--- config.mk ---
export PLATFORM = sky130hd
export DESIGN_NAME = page_size_range_splitter
export DESIGN_NICKNAME = d
export VERILOG_FILES = /design/src/design/psrs_pkg.sv /design/src/design/psrs_front.sv /design/src/design/psrs_queue.sv /design/src/design/psrs_back.sv /design/src/design/page_size_range_splitter.sv
export SDC_FILE = /design/constraint.sdc
export NUM_CORES = 1
export LEC_CHECK = 0
export ABC_CLOCK_PERIOD_IN_PS = 9790
export BUFFER_PORTS_ARGS = -buffer_cell sky130_fd_sc_hd__buf_2
export CORE_ASPECT_RATIO = 1.75
export CORE_UTILIZATION = 50
export CTS_CLUSTER_DIAMETER = 30
export DETAILED_ROUTE_END_ITERATION = 6
export PLACE_DENSITY = 0.66
export REMOVE_ABC_BUFFERS = 1
export SYNTH_ARGS = -nofsm -noshare
export SYNTH_HDL_FRONTEND = slang
export SYNTH_SLANG_ARGS = --single-unit
--- constraint.sdc ---
create_clock -name clock -period 9.79 [get_ports clock]
set_input_delay 0.979 -clock clock [delete_from_list [all_inputs] [get_ports clock]]
set_output_delay 0.979 -clock clock [all_outputs]
set_load 0.02 [all_outputs]
--- src/design/psrs_pkg.sv ---
// shared types and constants for the page size range splitter
// no dependencies; used by every module of the block by scoped name
`default_nettype none

package psrs_pkg;

   localparam int ADDR_BITS  = 46;
   localparam int PAGE_OFS_W = 12;
   localparam int PFN_W      = ADDR_BITS - PAGE_OFS_W;
   localparam int EXT_W      = PFN_W + 1;
   localparam int MID_SH     = 9;
   localparam int BIG_SH     = 18;
   localparam int MASK_W     = 2;

   localparam logic [EXT_W-1:0] MID_MASK = EXT_W'((64'd1 << MID_SH) - 64'd1);
   localparam logic [EXT_W-1:0] BIG_MASK = EXT_W'((64'd1 << BIG_SH) - 64'd1);

   // segment sequencer codes
   localparam int STEP_W = 3;
   localparam logic [STEP_W-1:0] SEG_HEAD     = 3'd0;
   localparam logic [STEP_W-1:0] SEG_MID      = 3'd1;
   localparam logic [STEP_W-1:0] SEG_BIG      = 3'd2;
   localparam logic [STEP_W-1:0] SEG_MID_TAIL = 3'd3;
   localparam logic [STEP_W-1:0] SEG_TAIL     = 3'd4;

   // register indexes
   localparam int CSR_IDX_W  = 1;
   localparam int CSR_DATA_W = 1;
   localparam logic [CSR_IDX_W-1:0] CSR_LARGE_PAGE_EN = 1'd0;
   localparam logic [CSR_IDX_W-1:0] CSR_GIGA_PAGE_EN  = 1'd1;

   // queue between front and back
   localparam int QUEUE_DEPTH = 4;
   localparam int QPTR_W      = 2;
   localparam int QCNT_W      = 3;

   typedef struct packed {
      logic large_en;
      logic giga_en;
   } cfg_type;

   typedef struct packed {
      logic [PFN_W-1:0]  first_pfn;
      logic [PFN_W-1:0]  stop_pfn;
      logic [MASK_W-1:0] mask;
      logic              empty;
      logic              last;
   } piece_type;

endpackage

`default_nettype wire

--- src/design/psrs_front.sv ---
// front sequencer: takes a range, walks the five segments one per cycle unless a push stalls, merges neighbours
// depends on psrs_pkg
`default_nettype none

module psrs_front (
   input  logic                         clock,
   input  logic                         reset,
   input  psrs_pkg::cfg_type            cfg,
   input  logic                         in_valid,
   output logic                         in_ready,
   input  logic [psrs_pkg::ADDR_BITS-1:0] in_base,
   input  logic [psrs_pkg::ADDR_BITS-1:0] in_limit,
   output logic                         push_valid,
   input  logic                         push_ready,
   output psrs_pkg::piece_type          push_data
);

   logic                          busy_ff, busy_in;
   logic [psrs_pkg::STEP_W-1:0]   step_ff, step_in;
   logic [psrs_pkg::PFN_W-1:0]    cur_ff, cur_in;
   logic [psrs_pkg::PFN_W-1:0]    hi_ff, hi_in;
   logic                          pend_vld_ff, pend_vld_in;
   psrs_pkg::piece_type           pend_ff, pend_in;
   logic                          owe_ff, owe_in;

   logic [psrs_pkg::EXT_W-1:0]    cur_x, hi_x, up_mid, up_big, dn_mid, dn_big;
   logic [psrs_pkg::EXT_W-1:0]    seg_a, seg_b;
   logic [psrs_pkg::MASK_W-1:0]   seg_mask, m2, m1;
   logic                          has, at_head, merge, advance, accept;
   psrs_pkg::piece_type           new_piece, flush_piece;

   always_comb begin
      cur_x  = {1'b0, cur_ff};
      hi_x   = {1'b0, hi_ff};
      up_mid = (cur_x + psrs_pkg::MID_MASK) & ~psrs_pkg::MID_MASK;
      up_big = (cur_x + psrs_pkg::BIG_MASK) & ~psrs_pkg::BIG_MASK;
      dn_mid = hi_x & ~psrs_pkg::MID_MASK;
      dn_big = hi_x & ~psrs_pkg::BIG_MASK;
      m2     = {1'b0, cfg.large_en};
      m1     = {cfg.giga_en, cfg.large_en};

      unique case (step_ff)
         psrs_pkg::SEG_HEAD: begin
            seg_a    = cur_x;
            seg_b    = (up_mid < hi_x) ? up_mid : hi_x;
            seg_mask = '0;
         end
         psrs_pkg::SEG_MID: begin
            seg_a    = up_mid;
            seg_b    = (up_big < dn_mid) ? up_big : dn_mid;
            seg_mask = m2;
         end
         psrs_pkg::SEG_BIG: begin
            seg_a    = up_big;
            seg_b    = dn_big;
            seg_mask = m1;
         end
         psrs_pkg::SEG_MID_TAIL: begin
            seg_a    = up_mid;
            seg_b    = dn_mid;
            seg_mask = m2;
         end
         psrs_pkg::SEG_TAIL: begin
            seg_a    = cur_x;
            seg_b    = hi_x;
            seg_mask = '0;
         end
         default: begin
            seg_a    = cur_x;
            seg_b    = cur_x;
            seg_mask = '0;
         end
      endcase

      has     = busy_ff && (seg_a < seg_b);
      at_head = busy_ff && (step_ff == psrs_pkg::SEG_HEAD);
      merge   = has && !at_head && pend_vld_ff
                && ({1'b0, pend_ff.stop_pfn} == seg_a) && (pend_ff.mask == seg_mask);

      new_piece.first_pfn = seg_a[psrs_pkg::PFN_W-1:0];
      new_piece.stop_pfn  = seg_b[psrs_pkg::PFN_W-1:0];
      new_piece.mask      = seg_mask;
      new_piece.empty     = 1'b0;
      new_piece.last      = 1'b0;

      // final transfer of the previous range, or the empty marker
      flush_piece.first_pfn = pend_vld_ff ? pend_ff.first_pfn : '0;
      flush_piece.stop_pfn  = pend_vld_ff ? pend_ff.stop_pfn : '0;
      flush_piece.mask      = pend_vld_ff ? pend_ff.mask : '0;
      flush_piece.empty     = !pend_vld_ff;
      flush_piece.last      = 1'b1;

      push_valid = owe_ff || (busy_ff && !at_head && has && !merge && pend_vld_ff);
      if (owe_ff) begin
         push_data = flush_piece;
      end else begin
         push_data      = pend_ff;
         push_data.last = 1'b0;
         push_data.empty = 1'b0;
      end

      advance  = !push_valid || push_ready;
      in_ready = !busy_ff || ((step_ff == psrs_pkg::SEG_TAIL) && advance);
      accept   = in_valid && in_ready;

      busy_in     = busy_ff;
      step_in     = step_ff;
      cur_in      = cur_ff;
      hi_in       = hi_ff;
      pend_vld_in = pend_vld_ff;
      pend_in     = pend_ff;
      owe_in      = owe_ff;

      if (push_valid && push_ready && owe_ff) begin
         owe_in = 1'b0;
      end

      if (busy_ff && advance) begin
         if (has) begin
            cur_in = seg_b[psrs_pkg::PFN_W-1:0];
         end
         if (at_head) begin
            pend_vld_in = has;
            pend_in     = new_piece;
         end else if (merge) begin
            pend_in.stop_pfn = seg_b[psrs_pkg::PFN_W-1:0];
         end else if (has) begin
            pend_vld_in = 1'b1;
            pend_in     = new_piece;
         end
         if (step_ff == psrs_pkg::SEG_TAIL) begin
            busy_in = 1'b0;
            owe_in  = 1'b1;
         end else begin
            step_in = step_ff + 3'd1;
         end
      end

      if (accept) begin
         busy_in = 1'b1;
         step_in = psrs_pkg::SEG_HEAD;
         cur_in  = in_base[psrs_pkg::ADDR_BITS-1:psrs_pkg::PAGE_OFS_W];
         hi_in   = in_limit[psrs_pkg::ADDR_BITS-1:psrs_pkg::PAGE_OFS_W];
      end
   end

   always_ff @(posedge clock) begin
      if (reset) begin
         busy_ff     <= 1'b0;
         step_ff     <= psrs_pkg::SEG_HEAD;
         pend_vld_ff <= 1'b0;
         owe_ff      <= 1'b0;
      end else begin
         busy_ff     <= busy_in;
         step_ff     <= step_in;
         pend_vld_ff <= pend_vld_in;
         owe_ff      <= owe_in;
      end
   end

   always_ff @(posedge clock) begin
      cur_ff  <= cur_in;
      hi_ff   <= hi_in;
      pend_ff <= pend_in;
   end

endmodule

`default_nettype wire

--- src/design/psrs_queue.sv ---
// short piece queue between the front sequencer and the output stage
// depends on psrs_pkg
`default_nettype none

module psrs_queue (
   input  logic                clock,
   input  logic                reset,
   input  logic                push_valid,
   output logic                push_ready,
   input  psrs_pkg::piece_type push_data,
   output logic                pop_valid,
   input  logic                pop_ready,
   output psrs_pkg::piece_type pop_data
);

   psrs_pkg::piece_type          mem [psrs_pkg::QUEUE_DEPTH];
   logic [psrs_pkg::QPTR_W-1:0]  wr_ptr_ff, wr_ptr_in;
   logic [psrs_pkg::QPTR_W-1:0]  rd_ptr_ff, rd_ptr_in;
   logic [psrs_pkg::QCNT_W-1:0]  count_ff, count_in;
   logic                         do_push, do_pop;

   always_comb begin
      push_ready = (count_ff != psrs_pkg::QCNT_W'(psrs_pkg::QUEUE_DEPTH));
      pop_valid  = (count_ff != '0);
      pop_data   = mem[rd_ptr_ff];
      do_push    = push_valid && push_ready;
      do_pop     = pop_valid && pop_ready;
      wr_ptr_in  = do_push ? wr_ptr_ff + 2'd1 : wr_ptr_ff;
      rd_ptr_in  = do_pop ? rd_ptr_ff + 2'd1 : rd_ptr_ff;
      count_in   = count_ff;
      if (do_push && !do_pop) begin
         count_in = count_ff + 3'd1;
      end else if (do_pop && !do_push) begin
         count_in = count_ff - 3'd1;
      end
   end

   always_ff @(posedge clock) begin
      if (reset) begin
         wr_ptr_ff <= '0;
         rd_ptr_ff <= '0;
         count_ff  <= '0;
      end else begin
         wr_ptr_ff <= wr_ptr_in;
         rd_ptr_ff <= rd_ptr_in;
         count_ff  <= count_in;
      end
   end

   always_ff @(posedge clock) begin
      if (do_push) begin
         mem[wr_ptr_ff] <= push_data;
      end
   end

endmodule

`default_nettype wire

--- src/design/psrs_back.sv ---
// output stage: takes pieces from the queue and holds each in a result register
// depends on psrs_pkg
`default_nettype none

module psrs_back (
   input  logic                           clock,
   input  logic                           reset,
   input  logic                           pop_valid,
   output logic                           pop_ready,
   input  psrs_pkg::piece_type            pop_data,
   output logic                           rsp_valid,
   input  logic                           rsp_ready,
   output logic [psrs_pkg::ADDR_BITS-1:0] rsp_piece_start,
   output logic [psrs_pkg::ADDR_BITS-1:0] rsp_piece_end,
   output logic [psrs_pkg::MASK_W-1:0]    rsp_size_mask,
   output logic                           rsp_empty_res,
   output logic                           rsp_last
);

   logic                           valid_ff, valid_in;
   logic [psrs_pkg::ADDR_BITS-1:0] start_ff, start_in;
   logic [psrs_pkg::ADDR_BITS-1:0] stop_ff, stop_in;
   logic [psrs_pkg::MASK_W-1:0]    mask_ff, mask_in;
   logic                           empty_ff, empty_in;
   logic                           last_ff, last_in;
   logic                           take;

   always_comb begin
      pop_ready = !valid_ff || rsp_ready;
      take      = pop_valid && pop_ready;
      valid_in  = take ? 1'b1 : (valid_ff && !rsp_ready);
      start_in  = start_ff;
      stop_in   = stop_ff;
      mask_in   = mask_ff;
      empty_in  = empty_ff;
      last_in   = last_ff;
      if (take) begin
         start_in = {pop_data.first_pfn, {psrs_pkg::PAGE_OFS_W{1'b0}}};
         stop_in  = {pop_data.stop_pfn, {psrs_pkg::PAGE_OFS_W{1'b0}}};
         mask_in  = pop_data.mask;
         empty_in = pop_data.empty;
         last_in  = pop_data.last;
      end
   end

   always_ff @(posedge clock) begin
      if (reset) begin
         valid_ff <= 1'b0;
      end else begin
         valid_ff <= valid_in;
      end
   end

   always_ff @(posedge clock) begin
      start_ff <= start_in;
      stop_ff  <= stop_in;
      mask_ff  <= mask_in;
      empty_ff <= empty_in;
      last_ff  <= last_in;
   end

   assign rsp_valid       = valid_ff;
   assign rsp_piece_start = start_ff;
   assign rsp_piece_end   = stop_ff;
   assign rsp_size_mask   = mask_ff;
   assign rsp_empty_res   = empty_ff;
   assign rsp_last        = last_ff;

endmodule

`default_nettype wire

--- src/design/page_size_range_splitter.sv ---
// page size range splitter: top level with the two enable registers
// depends on psrs_pkg, psrs_front, psrs_queue and psrs_back
//
// usage
//   req_ channel: one address range [range_base, range_limit) per transfer,
//   both ends truncated to 4K pages.
//   rsp_ channel: one transfer per piece, in ascending order, rsp_last on the
//   final piece; a range with no pages gives one transfer with rsp_empty_res.
//   csr_ port: index 0 large page enable (reset 1), index 1 giga page
//   enable (reset 0); bit 0 of the data is kept. write only while idle.
// timing
//   the front sequencer walks one segment per cycle when the result side
//   keeps up, and takes a new range while on the last segment of the one before.
//   each piece waits in the sequencer until it can no longer merge, then
//   passes through the queue into the result register.
// reset and stalls
//   reset clears the sequencer, the queue and the result register and
//   restores the enables. a stalled result side fills the four-entry queue
//   and then holds the sequencer when it must push; a busy sequencer then holds req_ready low.
`default_nettype none

module page_size_range_splitter (
   input  logic                                  clock,
   input  logic                                  reset,
   input  logic                                  req_valid,
   output logic                                  req_ready,
   input  logic [psrs_pkg::ADDR_BITS-1:0]        req_range_base,
   input  logic [psrs_pkg::ADDR_BITS-1:0]        req_range_limit,
   output logic                                  rsp_valid,
   input  logic                                  rsp_ready,
   output logic [psrs_pkg::ADDR_BITS-1:0]        rsp_piece_start,
   output logic [psrs_pkg::ADDR_BITS-1:0]        rsp_piece_end,
   output logic [psrs_pkg::MASK_W-1:0]           rsp_size_mask,
   output logic                                  rsp_empty_res,
   output logic                                  rsp_last,
   input  logic                                  csr_wr_en,
   input  logic [psrs_pkg::CSR_IDX_W-1:0]        csr_index,
   input  logic [psrs_pkg::CSR_DATA_W-1:0]       csr_wdata
);

   logic                large_en_ff, large_en_in;
   logic                giga_en_ff, giga_en_in;
   psrs_pkg::cfg_type   cfg;
   logic                push_valid, push_ready, pop_valid, pop_ready;
   psrs_pkg::piece_type push_data, pop_data;

   always_comb begin
      large_en_in = large_en_ff;
      giga_en_in  = giga_en_ff;
      if (csr_wr_en) begin
         unique case (csr_index)
            psrs_pkg::CSR_LARGE_PAGE_EN: large_en_in = csr_wdata[0];
            psrs_pkg::CSR_GIGA_PAGE_EN:  giga_en_in  = csr_wdata[0];
            default: begin
            end
         endcase
      end
      cfg.large_en = large_en_ff;
      cfg.giga_en  = giga_en_ff;
   end

   always_ff @(posedge clock) begin
      if (reset) begin
         large_en_ff <= 1'b1;
         giga_en_ff  <= 1'b0;
      end else begin
         large_en_ff <= large_en_in;
         giga_en_ff  <= giga_en_in;
      end
   end

   psrs_front u_front (
      .clock      (clock),
      .reset      (reset),
      .cfg        (cfg),
      .in_valid   (req_valid),
      .in_ready   (req_ready),
      .in_base    (req_range_base),
      .in_limit   (req_range_limit),
      .push_valid (push_valid),
      .push_ready (push_ready),
      .push_data  (push_data)
   );

   psrs_queue u_queue (
      .clock      (clock),
      .reset      (reset),
      .push_valid (push_valid),
      .push_ready (push_ready),
      .push_data  (push_data),
      .pop_valid  (pop_valid),
      .pop_ready  (pop_ready),
      .pop_data   (pop_data)
   );

   psrs_back u_back (
      .clock           (clock),
      .reset           (reset),
      .pop_valid       (pop_valid),
      .pop_ready       (pop_ready),
      .pop_data        (pop_data),
      .rsp_valid       (rsp_valid),
      .rsp_ready       (rsp_ready),
      .rsp_piece_start (rsp_piece_start),
      .rsp_piece_end   (rsp_piece_end),
      .rsp_size_mask   (rsp_size_mask),
      .rsp_empty_res   (rsp_empty_res),
      .rsp_last        (rsp_last)
   );

endmodule

`default_nettype wire

== Yosys cells after proc, flatten, opt, wreduce, memory -nomap -nowiden ==
Memories as Yosys holds them, arrays and structs flattened. A register that Yosys moved wholly into a read port is not among the register bits.
Cells that the tools add are included.

* $add $sub $neg: 7
* Multiply operators: 0
* Div/mod/pow operators: 0
* Order comparisons: 3
* Equality and inequality tests: 8
* Shift operators: 0
* Muxes and demuxes: 31
* Bitwise operators: 2
* Reduce and logical (&&, ||, !) cells: 49

{| class="wikitable"
|+ Operators by type and width
! kind !! number
|-
| 34-bit 2-to-1 mux || 7
|-
| 72-bit 2-to-1 mux || 3
|-
| 35-bit case mux with 5 select lines || 1
|-
| 35-bit by 34-bit less-than comparator with 1-bit output || 2
|-
| 35-bit 2-to-1 mux || 2
|-
| 35-bit case mux with 2 select lines || 1
|-
| 34-bit by 18-bit adder with 35-bit output, second input constant || 1
|-
| 34-bit by 9-bit adder with 35-bit output, second input constant || 1
|-
| 34-bit by 35-bit equality test with 1-bit output || 1
|-
| 35-bit less-than comparator || 1
|-
| 1-bit logical AND || 19
|-
| 1-bit 2-to-1 mux || 12
|-
| 2-bit AND reduction || 6
|-
| 2-bit nonzero test || 5
|-
| 1-bit zero test || 9
|-
| 3-bit by 1-bit adder with 3-bit output, second input constant || 2
|-
| 3-bit by 2-bit equality test with 1-bit output, second input constant || 2
|-
| 3-bit 2-to-1 mux || 2
|-
| 3-bit nonzero test || 2
|-
| 2-bit by 1-bit adder with 2-bit output, second input constant || 2
|-
| 1-bit logical OR || 4
|-
| 4-bit 2-to-1 mux || 1
|-
| 2-bit case mux with 2 select lines || 1
|-
| 2-bit OR reduction || 2
|-
| 10 further kinds || 11
|}

* Bits in registers: 154
* Latch bits: 0
* RAM bits: 288
* ROM bits: 0
* Output and inout bits: 98
* Memories kept: 1

{| class="wikitable"
|+ Memories
! memory !! depth !! width !! rd ports !! clocked after memory_dff !! wr ports !! RTL line !! text
|-
| u_queue.mem || 4 || 72 || 1 || 1 || 1 || psrs_queue.sv:16 || <nowiki>psrs_pkg::piece_type mem [psrs_pkg::QUEUE_DEPTH];</nowiki>
|}

== Depth between registers and ports, before layout ==
Gate-level depths: netlist of run 1.

* Word-level depth: 21
* Depth in mapped cells: 37

== Cells and area by module ==
Synthesis of run 1 repeated with hierarchy kept, for this count alone.

* Cells, all modules: 1,642
* Area total of the unflattened synthesis: 23,925.4 um^2

{| class="wikitable"
|+ Modules (own cells, without submodules)
! module !! instances !! cells each !! area an instance (um^2)
|-
| psrs_queue || 1 || 424 || 10,933.0
|-
| psrs_front || 1 || 1,107 || 10,507.6
|-
| psrs_back || 1 || 102 || 2,401.1
|-
| page_size_range_splitter || 1 || 9 || 83.8
|}

== Least setup slack after synthesis of run 1 ==
No wires, ideal clock.

* Path type: flip-flop to flip-flop
* From: register u_front.cur_ff[8] in the netlist's numbering
* To: register u_front.pend_ff[2] in the netlist's numbering, enable pin
* Library setup time: 0.441 ns
* Data arrival time: 7.982 ns
* Path slack: 1.367 ns
* Stages on the path, launching flop included: 31
* Buffers on the path: 3
* Clock period less this slack: 8.423 ns
* Cells stage by stage: edfxtp_1 -> nor3_2 -> and3_4 -> buf_6 -> clkbuf_1 -> nor4_1 -> nand2_1 -> xnor2_1 -> ha_1 -> nand3_1 -> nor4_1 -> nand4_1 -> nor4b_1 -> o21ai_1 -> a41oi_4 -> or3_1 -> a21o_1 -> buf_2 -> nand2_1 -> a21oi_1 -> inv_1 -> ha_1 -> nand4_1 -> nor4_1 -> and2_1 -> o2111ai_1 -> o211a_1 -> nand4_1 -> a211o_1 -> nand2_1 -> a21oi_1

* Word-level cells in the longest chain between the ends: 18

{| class="wikitable"
|+ Ends and longest elaborated chain
! element !! RTL line !! text
|-
| start, declared || psrs_front.sv:20 || <nowiki>logic [psrs_pkg::PFN_W-1:0] cur_ff, cur_in;</nowiki>
|-
| start signal, assigned || psrs_front.sv:162 || <nowiki>cur_ff <= cur_in;</nowiki>
|-
| 34-bit by 18-bit adder with 35-bit output or 34-bit by 9-bit adder with 35-bit output (tied branches) || psrs_front.sv:36, psrs_front.sv:35 ||
|-
| 35-bit by 34-bit less-than comparator with 1-bit output, on equally long branches || psrs_front.sv:50, psrs_front.sv:45 ||
|-
| 35-bit 2-to-1 mux, on equally long branches || psrs_front.sv:50, psrs_front.sv:45 ||
|-
| 35-bit case mux with 5 select lines * || psrs_front.sv:42 || <nowiki>unique case (step_ff)</nowiki>
|-
| named net u_front.seg_b, one bit || psrs_front.sv:27 || <nowiki>logic [psrs_pkg::EXT_W-1:0] seg_a, seg_b;</nowiki>
|-
| 35-bit less-than comparator * || psrs_front.sv:75 || <nowiki>has = busy_ff && (seg_a < seg_b);</nowiki>
|-
| 1-bit logical AND * || psrs_front.sv:75 ||
|-
| 1-bit logical AND (2 in a row) || psrs_front.sv:77 || <nowiki>merge = has && !at_head && pend_vld_ff</nowiki>
|-
| 1-bit logical AND (2 in a row) || psrs_front.sv:78 || <nowiki>&& ({1'b0, pend_ff.stop_pfn} == seg_a) && (pend_ff.mask == seg_mask);</nowiki>
|-
| 1-bit zero test || psrs_front.sv:93 || <nowiki>push_valid = owe_ff || (busy_ff && !at_head && has && !merge && pend_vld_ff);</nowiki>
|-
| 1-bit logical AND (2 in a row) || psrs_front.sv:93 ||
|-
| 1-bit logical OR || psrs_front.sv:93 ||
|-
| 1-bit zero test || psrs_front.sv:102 || <nowiki>advance = !push_valid || push_ready;</nowiki>
|-
| 1-bit logical OR || psrs_front.sv:102 ||
|-
| 1-bit logical AND || psrs_front.sv:118 || <nowiki>if (busy_ff && advance) begin</nowiki>
|-
| 3-bit AND reduction (no line) * || n/a ||
|-
| end signal, assigned || psrs_front.sv:164 || <nowiki>pend_ff <= pend_in;</nowiki>
|-
| end, declared || psrs_front.sv:23 || <nowiki>psrs_pkg::piece_type pend_ff, pend_in;</nowiki>
|}

Mark *: on every way through the listed nets, which the timed path passes. The rest lies on a longest branch.
A chain may end at the register's enable or synchronous reset.

== Worst setup path in the final report of run 1 ==
* From: register u_front.cur_ff[10] in the netlist's numbering
* To: output req_ready

* Word-level cells in the longest chain between the ends: 18

{| class="wikitable"
|+ Ends and longest elaborated chain
! element !! RTL line !! text
|-
| 34-bit by 18-bit adder with 35-bit output or 34-bit by 9-bit adder with 35-bit output (tied branches) || psrs_front.sv:36, psrs_front.sv:35 ||
|-
| 35-bit by 34-bit less-than comparator with 1-bit output, on equally long branches || psrs_front.sv:50, psrs_front.sv:45 ||
|-
| 35-bit 2-to-1 mux, on equally long branches || psrs_front.sv:50, psrs_front.sv:45 ||
|-
| 35-bit case mux with 5 select lines * || psrs_front.sv:42 ||
|-
| named net u_front.seg_b, one bit || psrs_front.sv:27 ||
|-
| 35-bit less-than comparator * || psrs_front.sv:75 ||
|-
| 1-bit logical AND * || psrs_front.sv:75 ||
|-
| 1-bit logical AND (2 in a row) || psrs_front.sv:77 ||
|-
| 1-bit logical AND (2 in a row) || psrs_front.sv:78 ||
|-
| 1-bit zero test || psrs_front.sv:93 ||
|-
| 1-bit logical AND * (2 in a row) || psrs_front.sv:93 ||
|-
| 1-bit logical OR * || psrs_front.sv:93 ||
|-
| 1-bit zero test * || psrs_front.sv:102 ||
|-
| 1-bit logical OR * || psrs_front.sv:102 ||
|-
| 1-bit logical AND * || psrs_front.sv:103 || <nowiki>in_ready = !busy_ff || ((step_ff == psrs_pkg::SEG_TAIL) && advance);</nowiki>
|-
| 1-bit logical OR * || psrs_front.sv:103 ||
|-
| end, declared || page_size_range_splitter.sv:26 || <nowiki>output logic req_ready,</nowiki>
|}

Marked as above.

==> results of run 1 <==
-- registers in the layout, indices dropped and copies added, names as in the netlist, 2 cells and up --
signal                  flops
u_queue.mem               288
u_front.pend_ff            70
u_back.rsp_piece_end       34
u_back.rsp_piece_start     34
u_front.cur_ff             34
u_front.hi_ff              34
u_front.step_ff             3
u_queue.count_ff            3
u_back.rsp_size_mask        2
u_queue.rd_ptr_ff           2
u_queue.wr_ptr_ff           2
-- layer usage --
layer	global-route usage, %	up-vias
li1	-	6669
met1	28.8	7245
met2	43.1	466
met3	3.58	142
met4	12.5	0
met5	0	-
-- stage by stage --
| stage | power, mW | cells | utilization (%) | hold WS (ns) |
|---|---|---|---|---|
| floorplan | 4.17 | 1549 | - | 0.439 |
| global placement | 4.79 | 2372 | 54.6 | 0.482 |
| detailed placement | 4.83 | 2372 | 54.6 | 0.503 |
| CTS | 7.48 | 2500 | 59.8 | 0.513 |
| global route | 7.72 | 2500 | 59.8 | 0.520 |
| finish | 7.41 | 2500 | 59.8 | 0.509 |
-- path summary, 6_finish.rpt --
kind / endpoint / depth (start not counted) / startpoint / slack (ns)
worst max-delay path: req_ready / 32 / u_front.cur_ff[10] / 0.73
worst min-delay path: u_queue.count_ff[2] / 2 / u_queue.count_ff[2] / 0.51
worst max register to register: u_queue.count_ff[2] / 38 / u_front.cur_ff[10] / 1.17
worst min register to register: u_queue.count_ff[2] / 2 / u_queue.count_ff[2] / 0.51
-- logic make-up (layout without fill, tap and decap cells) --
| family | count (synthesis) | count (layout) | share of synthesized area [%] |
|---|---|---|---|
| simple gates | 387 | 387 | 8.95 |
| flops | 514 | 514 | 63.1 |
| buf+inv | 189 | 447 | 3.90 |
| mux | 114 | 114 | 9.08 |
| other cells | 2 | 25 | 0.0310 |
| fa+ha+maj | 86 | 86 | 4.48 |
| xor+xnor | 62 | 62 | 2.24 |
| compound gates | 271 | 271 | 8.20 |
-- power breakdown --
part | internal [mW] | switching, mW
sequential | 2.81 | 0.168
clock | 1.57 | 1.06
combinational | 0.726 | 1.07
-- final cells by class --
cell class,instances,share of cell area [%]
sequential,514,53.5
multi-input combinational,945,28.5
clock buffer,73,6.24
timing repair buffer,229,5.47
tap,594,2.60
clock inverter,55,2.55
inverter,90,1.18
-- worst max-delay path, delay by kind of cell (launching register included) --
kind / cells / cell delay, ns
DFF: 1 / 0.71
adders and majority gates: 2 / 0.64
AOI/OAI and AO/OA: 7 / 1.37
and+or+nand+nor: 15 / 3.37
xor gates and xnor gates: 1 / 0.18
buffers and inverters: 7 / 1.19
-- Yosys cell counts, types with 13 or more instances --
cell type / n / area [um^2]
mux2_4: 29 / 435
a21oi_1: 68 / 340
xnor2_1: 40 / 350
and3_1: 16 / 100
ha_1: 85 / 1060
nor2b_1: 83 / 519
dfxtp_1: 16 / 320
a21o_1: 27 / 203
buf_4: 31 / 233
and2_1: 17 / 106
nand2_1: 89 / 334
edfxtp_1: 498 / 15000
buf_2: 14 / 70.1
nand3_1: 17 / 85.1
mux4_2: 72 / 1620
clkbuf_1: 36 / 135
inv_1: 90 / 338
nand4_1: 24 / 150
xor2_1: 22 / 193
nor2_1: 62 / 233
o21ai_0: 34 / 170
a221oi_1: 13 / 114
==> reports/qor.yml, run 1 <==
final_common_cell: "edfxtp_1"
core_um2: 47700
cts_sinks: 514
yosys_warnings: 0
async_flop_share_pct: 0
ir_worst_vdd_mv: 0.150
fin_worst_skew_ns: 0.0276
finalCritPeriodShare_pct: 92.6
post_cts_buffers: 0
path_class: "flop to output pin"
drive_gt1_share_pct: 26.3
setup_slack_ns: 0.728
drv_cap: 0
final_cell_area_um2: 28600
detail_route.first_pass.iterations: 5
wl_met1_mm: 22.8
wl_met3_mm: 2.42
grt_util_all_layers_pct: 24.4
vias: 14500
post-route-min-period_ns: 9.06
portBuffers: 148
hp-class: "flop to flop"
grt_remaining_overflow: 0
grt_max_degree: 74
multi_input_area_um2: 8130
cts_buffers: 70
regArea_um2: 15300
tritoncts: "built"
area_growth_pct: 18.0
critPathRequiredTime_ns: 8.81
critical-path-max-stage-delay_ns: 0.71
finalSetupViolations: 0
dp_slack_ns: 1.30
drc: 0
grt_pass1_wl_mm: 89.3
netlist_instances: 1625
status: "finished clean"
ant_nets: 0
worst_pin_slew_ns: 1.15
ctsHoldBuffers: 0
cp-start-kind: "flop"
ctsRootBufferMaster: "clkbuf_16"
endpoint_kind: "output pin"
synth_edf_count: 498
wl_met2_mm: 30.6
die_area_um2: 49300
crit_slowest_cell: "edfxtp_1"
postPlaceCellArea_um2: 26100
mostFrequentLayoutCells: "edfxtp_1 (498), buf_2 (148), inv_1 (90)"
routed_wl_mm: 58.7
p_leak_nw: 10.5
crit_path_max_fanout: 17
cts_max_level: 3
clock_latency_ns: 0.61
finalHoldViolations: 0
fmax_ghz: 0.110
initial_core_util_pct: 50.7
syn_area_per_cell_um2: 14.9
grt_pass1_vias: 15100
cts.repair.resized: 0
fillerInstances: 3719
wl_per_cell_um: 23.5
diodes: 0
boundaryPins: 197
gp_congestion: 0.943
power.density_nw_per_um2: 259
final_max_slew_viol_count: 0
synth.distinct_cells: 95
fin_setup_tns_ns: 0
yosys_most_used_dff: "edfxtp_1"
antenna_found_initial: 0
die_w_um: 168
worst_ep_arrival_time_ns: 8.08
drt_iter0_drc: 1057
via_per_inst: 5.81
dr.max_layer_used: "met4"
clk_path_buf_depth: 3
placementRows: 106
clk_pin_slew_worst_paths_ns: 0.05
slew_headroom_pct: 23.3
synth-seq-cells: 514
synth.yosys.seq_area_share_pct: 63.1
nets: 2035
fp.dieH_um: 293
syn_area_um2: 24200
rsz0062_at_grt: "false"
place_hpwl_mm: 41.7
(Power assumes the default switching activity.)
==> inputs of run 2 (changes only) <==
--- a/config.mk
+++ b/config.mk
@@ -5,6 +5,7 @@
 export SDC_FILE = /design/constraint.sdc
 export NUM_CORES = 1
 export LEC_CHECK = 0
+export ABC_AREA = 1
 export ABC_CLOCK_PERIOD_IN_PS = 9790
 export BUFFER_PORTS_ARGS = -buffer_cell sky130_fd_sc_hd__buf_2
 export CORE_ASPECT_RATIO = 1.75
==> run 2 against run 1 <==
Effect of this change:
- register-to-register slack gained 0.30 ns
- sequential power grew 2%
- synthesized area grew 2.9%
- sequential share of layout area shrank 0.57 points
- clock skew grew 0.017 ns
- utilization shrank 0.73 points
- critical path type unchanged
- highest routed layer unchanged
==> reports/qor.yml, run 2 <==
cts_buffers: 72  # +2.9%
detail_route.first_pass.iterations: 5  # unchanged
synth_edf_count: 498  # unchanged
synth_top_cell_by_area: "edfxtp_1"
crit_slowest_cell: "nor4_1"
grt_max_degree: 83  # +12%
wl_met3_mm: 3.05  # +26%
worst_pin_slew_ns: 1.11  # -0.0375 ns
drv_cap: 0  # unchanged
initial_core_util_pct: 50.9  # +0.25 points
grt_pass1_vias: 18600  # +23%
worst_ep_arrival_time_ns: 7.97  # -0.11 ns
dp_slack_ns: 1.50  # +0.196 ns
async_flop_share_pct: 0  # unchanged
wl_met2_mm: 35.9  # +17%
hp-class: "flop to flop"
reg2reg_to: "u_queue.mem[3][37]"
startpoint: "u_front.cur_ff[6]"
mostFrequentLayoutCells: "edfxtp_1 (498), nand2_1 (462), nor2_1 (327)"
finalHoldViolations: 0  # unchanged
clock_latency_ns: 0.62  # about the same
final_common_cell: "edfxtp_1"
rsz0062_at_grt: "false"
synthTopCellsByArea: "edfxtp_1 (60%), nand2_1 (7.0%), nor2_1 (5.0%), inv_1 (4.5%), ha_1 (4.3%)"
fp.dieH_um: 297  # +1.4%
largestRegisters: "u_queue.mem (288), u_front.pend_ff (70)"
min_from: "u_queue.count_ff[2]"
yosys_most_used_dff: "edfxtp_1"
clk_pin_slew_worst_paths_ns: 0.05  # about the same
netlist_instances: 2493  # +53%
via_per_inst: 5.46  # -6.0%
ctsHoldBuffers: 0  # unchanged
rr_startpoint: "u_front.cur_ff[6]"
min_to: "u_queue.count_ff[2]"
largest_reg_flops: 288  # unchanged
synth_top_area_share_pct: 60.1  # -1.7 points
grt_remaining_overflow: 0  # unchanged
synth_most_common_cell: "edfxtp_1"
p_leak_nw: 11.9  # +13%
r2r_cells: 31  # -18%
place_hpwl_mm: 49.3  # +18%
ant_nets: 0  # unchanged
syn_area_um2: 24900  # +2.9%
clk_path_buf_depth: 3  # unchanged
cts_max_level: 3  # unchanged
nets: 2838  # +39%
yosys_warnings: 0  # unchanged
final_cell_area_um2: 28900  # +1.1%
tritoncts: "built"
ys_top_cells_by_count: "edfxtp_1 (498), nand2_1 (462), nor2_1 (333)"
finalSetupViolations: 0  # unchanged
endpoint_kind: "output pin"
post_cts_buffers: 0  # unchanged
ctsRootBufferMaster: "clkbuf_16"
vias: 18400  # +26%
place_inst: 3233  # +36%
dr.max_layer_used: "met4"
finalCritPeriodShare_pct: 91.4  # -1.1 points
fmax_ghz: 0.112  # +1.2%
reg2reg_slack_ns: 1.47  # +0.30 ns
routed_wl_mm: 69.8  # +19%
cp-start-kind: "flop"
synth.distinct_cells: 49  # -48%
synth-seq-cells: 514  # unchanged
diodes: 0  # unchanged
cts_sinks: 514  # unchanged
regMostFlops: "u_queue.mem"
antenna_found_initial: 0  # unchanged
fillerInstances: 4107  # +10%
critPathRequiredTime_ns: 8.81  # about the same
ir_worst_vdd_mv: 0.190  # +26%
die_w_um: 171  # +1.4%
placementRows: 107  # +0.94%
post-route-util_pct: 59.1  # -0.73 points
status: "finished clean"
final_max_slew_viol_count: 0  # unchanged
drc: 0  # unchanged
wl_per_cell_um: 20.7  # -12%
wl_met1_mm: 27.1  # +19%
gp_congestion: 0.932  # -1.2%
syn_area_per_cell_um2: 9.99  # -33%
power.density_nw_per_um2: 265  # +2.3%
grt_util_all_layers_pct: 28.2  # +3.8 points
critical-path-max-stage-delay_ns: 0.74  # +0.03 ns
crit_top_cell: "nand3_1"
cts.repair.resized: 0  # unchanged
drive_gt1_share_pct: 13.6  # -13 points
slew_headroom_pct: 25.8  # +2.4 points
layout.cells.non_filler: 3363  # +35%
fin_setup_tns_ns: 0  # unchanged
min_path_cells: 2  # unchanged
die_area_um2: 50700  # +2.8%
post-route-min-period_ns: 8.95  # -0.111 ns
portBuffers: 148  # unchanged
postPlaceCellArea_um2: 26400  # +1.1%
core_um2: 48900  # +2.3%
grt_pass1_wl_mm: 106  # +19%
boundaryPins: 197  # unchanged
setup_slack_ns: 0.839  # +0.111 ns
synth.yosys.seq_area_share_pct: 61.4  # -1.8 points
fin_worst_skew_ns: 0.0449  # +0.0173 ns
path_class: "flop to output pin"
area_growth_pct: 16.0
drt_iter0_drc: 1348  # +28%
crit_path_max_fanout: 19  # +2
## run 2: changes by cell type in the layout (fill, tap and decap cells not counted), moves of 25 or more
cell	delta
buf_4	-30
nand3_1	+154
o21ai_0	+157
o211ai_1	+25
nor2b_1	-82
nand2_1	+373
mux4_2	-72
xnor2_1	-40
o22ai_1	+69
nor2_1	+265
mux2_4	-29
inv_1	+205
a21o_1	-26
## run 2: worst max-delay path: cells and delay by family (launching register included)
kind / cells / cell delay, ns
and+or+nand+nor: 20 / 3.93
buffers and inverters: 4 / 0.55
AOI/OAI and AO/OA: 6 / 1.73
DFF: 1 / 0.51
adders and majority gates: 2 / 0.58
## run 2: cells by family after synthesis
logic type                 after synthesis  share of synthesized area (%)
buffers and inverters                  436                           7.24
xor gates and xnor gates                 1                         0.0352
and+or+nand+nor                       1053                           17.9
adders and majority gates               86                           4.35
DFF                                    514                           61.4
AOI/OAI and AO/OA                      401                           9.11
other                                    2                         0.0302
## run 2: final cells by class
| type | count | area [um^2] | area share, % |
|---|---|---|---|
| clock buffers | 77 | 1820 | 6.30 |
| clock inverters | 53 | 708 | 2.45 |
| inverters | 311 | 1170 | 4.05 |
| multi-input cells | 1566 | 7970 | 27.6 |
| flip-flops and latches | 514 | 15300 | 52.9 |
| well taps | 654 | 818 | 2.83 |
| repair buffers | 188 | 1120 | 3.86 |
## run 2: metrics by stage
step / hold WS (ns) / total power [mW]
5_1_grt: 0.517 / 8.04
3_5_place_dp: 0.503 / 5.02
4_1_cts: 0.509 / 7.71
6_report: 0.505 / 7.66
2_1_floorplan: 0.447 / 4.26
3_3_place_gp: 0.473 / 4.96
## run 2: layer usage
layer	GRT usage, %	vias up
met5	0	-
met3	3.13	142
li1	-	8830
met4	15.5	0
met2	49.1	583
met1	33.6	8799
## run 2: how the worst max path moves through the flow
stage / depth (start not counted) / slack [ns] / to
after floorplan: 32 / 1.01 / u_queue.mem[0][0]
after global placement: 36 / 1.52 / req_ready
after detailed placement: 34 / 1.50 / req_ready
after CTS: 34 / 0.84 / req_ready
after global routing: 36 / 0.35 / req_ready
final: 32 / 0.84 / req_ready
## run 2: power breakdown
| part | leakage [nW] | switching, mW | total [mW] | internal, mW |
|---|---|---|---|---|
| Sequential | 4.73 | 0.205 | 3.04 | 2.83 |
| Combinational | 5.90 | 1.37 | 1.94 | 0.569 |
| Clock | 1.23 | 1.05 | 2.69 | 1.63 |
